===== src/hw/rtl/sgre_pkg.sv =====
package sgre_pkg;

  localparam int ACC_W       = 32;
  localparam int FRAC_BITS   = 12;
  localparam int EXP_Q_BITS  = 16;
  localparam int EXP_IN_W    = 16;
  localparam int EINT_W      = 27;
  localparam int EFRAC_W     = 18;
  localparam int EXP_W       = 29;

  localparam logic signed [ACC_W-1:0] ACC_MAX = {1'b0, {(ACC_W-1){1'b1}}};
  localparam logic signed [ACC_W-1:0] ACC_MIN = {1'b1, {(ACC_W-1){1'b0}}};

  typedef struct packed {
    logic in_take;
    logic acc_upd;
    logic rd_issue;
    logic s1;
    logic s2;
    logic s3;
    logic s4;
    logic out_load;
  } cmd_t;

  typedef struct packed {
    logic last;
    logic row_done;
    logic out_free;
  } sts_t;

  function automatic logic [EINT_W-1:0] e_int(input logic [3:0] idx);
    logic [EINT_W-1:0] r;
    unique case (idx)
      4'd0:  r = 27'd22;
      4'd1:  r = 27'd60;
      4'd2:  r = 27'd162;
      4'd3:  r = 27'd442;
      4'd4:  r = 27'd1200;
      4'd5:  r = 27'd3263;
      4'd6:  r = 27'd8869;
      4'd7:  r = 27'd24109;
      4'd8:  r = 27'd65536;
      4'd9:  r = 27'd178145;
      4'd10: r = 27'd484249;
      4'd11: r = 27'd1316326;
      4'd12: r = 27'd3578144;
      4'd13: r = 27'd9726405;
      4'd14: r = 27'd26439109;
      4'd15: r = 27'd71868951;
    endcase
    return r;
  endfunction

  function automatic logic [EFRAC_W-1:0] e_frac(input logic [4:0] idx);
    logic [EFRAC_W-1:0] r;
    unique case (idx)
      5'd0:    r = 18'd65536;
      5'd1:    r = 18'd69763;
      5'd2:    r = 18'd74262;
      5'd3:    r = 18'd79052;
      5'd4:    r = 18'd84150;
      5'd5:    r = 18'd89577;
      5'd6:    r = 18'd95354;
      5'd7:    r = 18'd101504;
      5'd8:    r = 18'd108051;
      5'd9:    r = 18'd115019;
      5'd10:   r = 18'd122437;
      5'd11:   r = 18'd130334;
      5'd12:   r = 18'd138740;
      5'd13:   r = 18'd147688;
      5'd14:   r = 18'd157213;
      5'd15:   r = 18'd167352;
      5'd16:   r = 18'd178145;
      default: r = 18'd0;
    endcase
    return r;
  endfunction

endpackage


===== src/hw/rtl/sgre_ctrl.sv =====
module sgre_ctrl (
  input  logic          clk_i,
  input  logic          rst_ni,
  input  logic          in_valid_i,
  output logic          in_ready_o,
  input  sgre_pkg::sts_t sts_i,
  output sgre_pkg::cmd_t cmd_o
);

  localparam logic [2:0] ST_IDLE = 3'd0;
  localparam logic [2:0] ST_ACC  = 3'd1;
  localparam logic [2:0] ST_RD   = 3'd2;
  localparam logic [2:0] ST_S1   = 3'd3;
  localparam logic [2:0] ST_S2   = 3'd4;
  localparam logic [2:0] ST_S3   = 3'd5;
  localparam logic [2:0] ST_S4   = 3'd6;
  localparam logic [2:0] ST_OUT  = 3'd7;

  logic [2:0] state_q, state_d;

  always_comb begin
    state_d    = state_q;
    cmd_o      = '0;
    in_ready_o = 1'b0;
    unique case (state_q)
      ST_IDLE: begin
        in_ready_o    = 1'b1;
        cmd_o.in_take = in_valid_i;
        if (in_valid_i) begin
          state_d = ST_ACC;
        end
      end
      ST_ACC: begin
        cmd_o.acc_upd = 1'b1;
        state_d       = sts_i.last ? ST_RD : ST_IDLE;
      end
      ST_RD: begin
        cmd_o.rd_issue = 1'b1;
        state_d        = ST_S1;
      end
      ST_S1: begin
        cmd_o.s1 = 1'b1;
        state_d  = ST_S2;
      end
      ST_S2: begin
        cmd_o.s2 = 1'b1;
        state_d  = ST_S3;
      end
      ST_S3: begin
        cmd_o.s3 = 1'b1;
        state_d  = ST_S4;
      end
      ST_S4: begin
        cmd_o.s4 = 1'b1;
        state_d  = ST_OUT;
      end
      ST_OUT: begin
        if (sts_i.out_free) begin
          cmd_o.out_load = 1'b1;
          state_d        = sts_i.row_done ? ST_IDLE : ST_RD;
        end
      end
    endcase
  end

  always_ff @(posedge clk_i or negedge rst_ni) begin
    if (!rst_ni) begin
      state_q <= ST_IDLE;
    end else begin
      state_q <= state_d;
    end
  end

endmodule


===== config.mk =====
export PLATFORM = sky130hd
export DESIGN_NAME = sgre_ctrl
export DESIGN_NICKNAME = d
export VERILOG_FILES = /design/src/hw/rtl/sgre_pkg.sv /design/src/hw/rtl/sgre_ctrl.sv
export SDC_FILE = /design/constraint.sdc
export NUM_CORES = 1
export LEC_CHECK = 0
export ABC_AREA = 0
export BUFFER_PORTS_ARGS = -buffer_cell sky130_fd_sc_hd__buf_4
export CAP_MARGIN = 20
export CORE_AREA = 2 2 39 41
export DETAILED_ROUTE_END_ITERATION = 7
export DIE_AREA = 0 0 41 43
export PLACE_DENSITY = 0.5
export SYNTH_ARGS = -nofsm -noshare
export SYNTH_HDL_FRONTEND = slang
export SYNTH_SLANG_ARGS = --single-unit

===== constraint.sdc =====
create_clock -name clk_i -period 1 [get_ports clk_i]
set_input_delay 0.2 -clock clk_i [delete_from_list [all_inputs] [get_ports clk_i]]
set_output_delay 0.2 -clock clk_i [all_outputs]
set_load 0.005 [all_outputs]

==> results.txt <==
Largest registers = state_q x3
Max-slew violations = 0
Initial Util = 17.54%
Max layer used = met4
Met3 wire length = 15 um
Clk pwr share = 14.3%
Post-synthesis instance total = 27
Vias in the first global route = 272
# diodes = 0
Logic pwr share = 67.8%
Average size of a mapped cell = 8.990 um2
Nets = 59
Total track usage = 9.164%
Final Hold Vio Count = 0
Number of synthesized register bits = 3
H-tree depth = 1
Area grow syn2layout = 111.9%
Mux share of post-synthesis cell area = 0%
Post-Syn Area = 242.7 um2
Distinct cells, synth = 17
Row cnt = 14
Least-Margin Pin Slew = 0.1556 ns
Largest reg by FF count = state_q
Clk_lat worst skew = 0.23 ns
CP endpoint kind = output port
Detailed placement HPWL = 468.9 um
Initial antenna violation count = 0
Final hold slack = 0.2430 ns
# setup viols final = 10
IO buf count = 14
Peak supply drop = 1.270 mV
Max-cap violations = 0
Final worst slack = -0.2963 ns
Footprint of the multi-input gates = 176.4 um2
Most frequent cells in the layout = buf_4, buf_6, nor3b_2, clkbuf_4
Total CTS buffers = 3
Wirelength, routed = 738 um
Global route total overflow = 0
Most common cell after layout, fill and taps aside = buf_4
Die H = 43 um
Flop pwr share = 17.9%
Via Count = 285
Status = complete, but fails checks
Vias/cell = 4.191
Clk slew on worst S/H paths = 0.04 ns
Global-route wire length before repair = 1041 um
Overall power = 1.492 mW
Largest net degree at the start of global routing = 7
Worst-case headroom to the max-slew limit = 89.57%
Max reg flops = 3
Die area = 0.001763 mm2
Internal = 0.9101 mW
Worst path required time = 0.80 ns
Synth Area in Simple Gates = 40.72%
1st-pass router iterations = 4
RSZ-0062 raised after global routing = yes
Clock sinks = 3
P_leak = 0.2288 nW
Top fanout value on the critical path = 5
Seq. cell area = 76.32 um2
Core Util, Final = 37.16%
DR WL met2 = 429 um
DR DRC count = 0
Initial DRC Count = 6
CP arrival = 1.10 ns
Startpoint Class = flip-flop
Drt wl/cell = 10.85 um
Sw power = 0.5820 mW
Hold Path Class = in -> reg
Fmax = 0.7714 GHz
CTS Root Cell = clkbuf_4
RD Place Congestion = 0.7595
Synth warn = 0
XOR/XNOR Fraction of Synth Area = 0%
Fillers = 150
Chip Width = 41 um
Maximum clock path buffer count = 2
Sw frac = 39.00%
Placed Cells = 62
Adder-Cell Fraction of Synth Area = 0%
Antenna-violating nets left = 0
Final setup skew = 0.0006125 ns
Top Ports = 15
Setup Crit Path Kind = reg -> out
M1 WL = 285 um
Share of cells above drive strength 1 = 78.85%
R2R Setup Slk = 0 ns
Final period util = 129.6%
Non-Filler Instances = 68
Compound-Gate Fraction of Synth Area = 14.95%
Largest family of logic cells by synthesized area = simple AND/OR/NAND/NOR gates
Final Critical Period = 1.296 ns
Power per cell area = 2902 mW/mm2
CTS tree = done
Seq/Total Area, Yosys = 30.93%
Failing checks = negative setup slack
Core box area = 0.001384 mm2
Syn Nets = 33
==> cells by family after synthesis <==
logic type,after synthesis
simple gates,15
flops,3
compound gates,5
buf+inv,4
==> Yosys cell counts <==
| library cell | n | area share (%) |
|---|---|---|
| buf_4 | 2 | 6.2 |
| inv_4 | 1 | 2.6 |
| a22oi_2 | 1 | 5.2 |
| and3_1 | 1 | 2.6 |
| a21oi_1 | 2 | 4.1 |
| and2_1 | 1 | 2.6 |
| nor3_1 | 1 | 2.1 |
| o21ai_1 | 1 | 2.1 |
| o2bb2ai_1 | 1 | 3.6 |
| nor3_2 | 1 | 4.1 |
| nand3_1 | 1 | 2.1 |
| nor3b_2 | 3 | 15 |
| buf_6 | 1 | 4.6 |
| nor2_1 | 4 | 6.2 |
| nor2_2 | 1 | 2.6 |
| dfrtp_1 | 3 | 31 |
| nand2_1 | 2 | 3.1 |
==> metal layers <==
layer | up-vias | GRT usage [%]
met4 | 0 | 8.000
met5 | - | 0
met2 | 8 | 13.75
met3 | 2 | 3.141
li1 | 141 | -
met1 | 134 | 9.416
==> power groups by stage <==
stage,Clock [mW],Combinational [mW],Sequential [mW]
2_1_floorplan,0,0.459,0.212
3_3_place_gp,0,0.755,0.251
3_5_place_dp,0,0.745,0.252
4_1_cts,0.224,0.869,0.262
5_1_grt,0.221,1.08,0.279
6_report,0.214,1.01,0.267
==> worst max-delay path, cell delays in order (launching register included) <==
cell and delay (ns):
dfrtp_2 0.45, buf_6 0.15, nor3b_2 0.14, buf_4 0.12
==> layout make-up <==
cell class | count | area share (%)
well taps | 16 | 3.893
inverters | 1 | 1.217
flip-flops and latches | 3 | 14.84
multi-input cells | 20 | 34.31
clock buffers | 4 | 5.109
repair buffers | 24 | 40.63
==> repair_timing <==
action / 4_1_cts / 5_1_grt
cloned: 0 / 0
setup buffers: 1 / 0
hold endpoints to repair: 3 / 0
pin swaps: 3 / 3
hold buffers: 1 / 0
gates resized for setup: 9 / 8
setup endpoints to repair: 11 / 12
==> stage by stage <==
step,setup WS [ns],TNS (ns),area [um2]
2_1_floorplan,0.01860,0,242.7
3_3_place_gp,-0.07161,-0.4041,401.6
3_5_place_dp,-0.08606,-0.4013,401.6
4_1_cts,-0.2951,-2.416,478.0
5_1_grt,-0.3496,-2.943,514.2
6_report,-0.2963,-2.412,514.2
==> final timing paths <==
check	depth (start not counted)	to	from
setup / recovery	3	cmd_o[3]	state_q[1]$_DFFE_PN0P_
hold / removal	3	state_q[0]$_DFFE_PN0P_	in_valid_i
hold reg to reg	2	state_q[0]$_DFFE_PN0P_	state_q[2]$_DFFE_PN0P_
min in group asynchronous	2	state_q[2]$_DFFE_PN0P_	rst_ni
max in group asynchronous	2	state_q[1]$_DFFE_PN0P_	rst_ni
setup reg to reg	4	state_q[2]$_DFFE_PN0P_	state_q[1]$_DFFE_PN0P_
No activity file was read; power rests on OpenSTA's default activity.
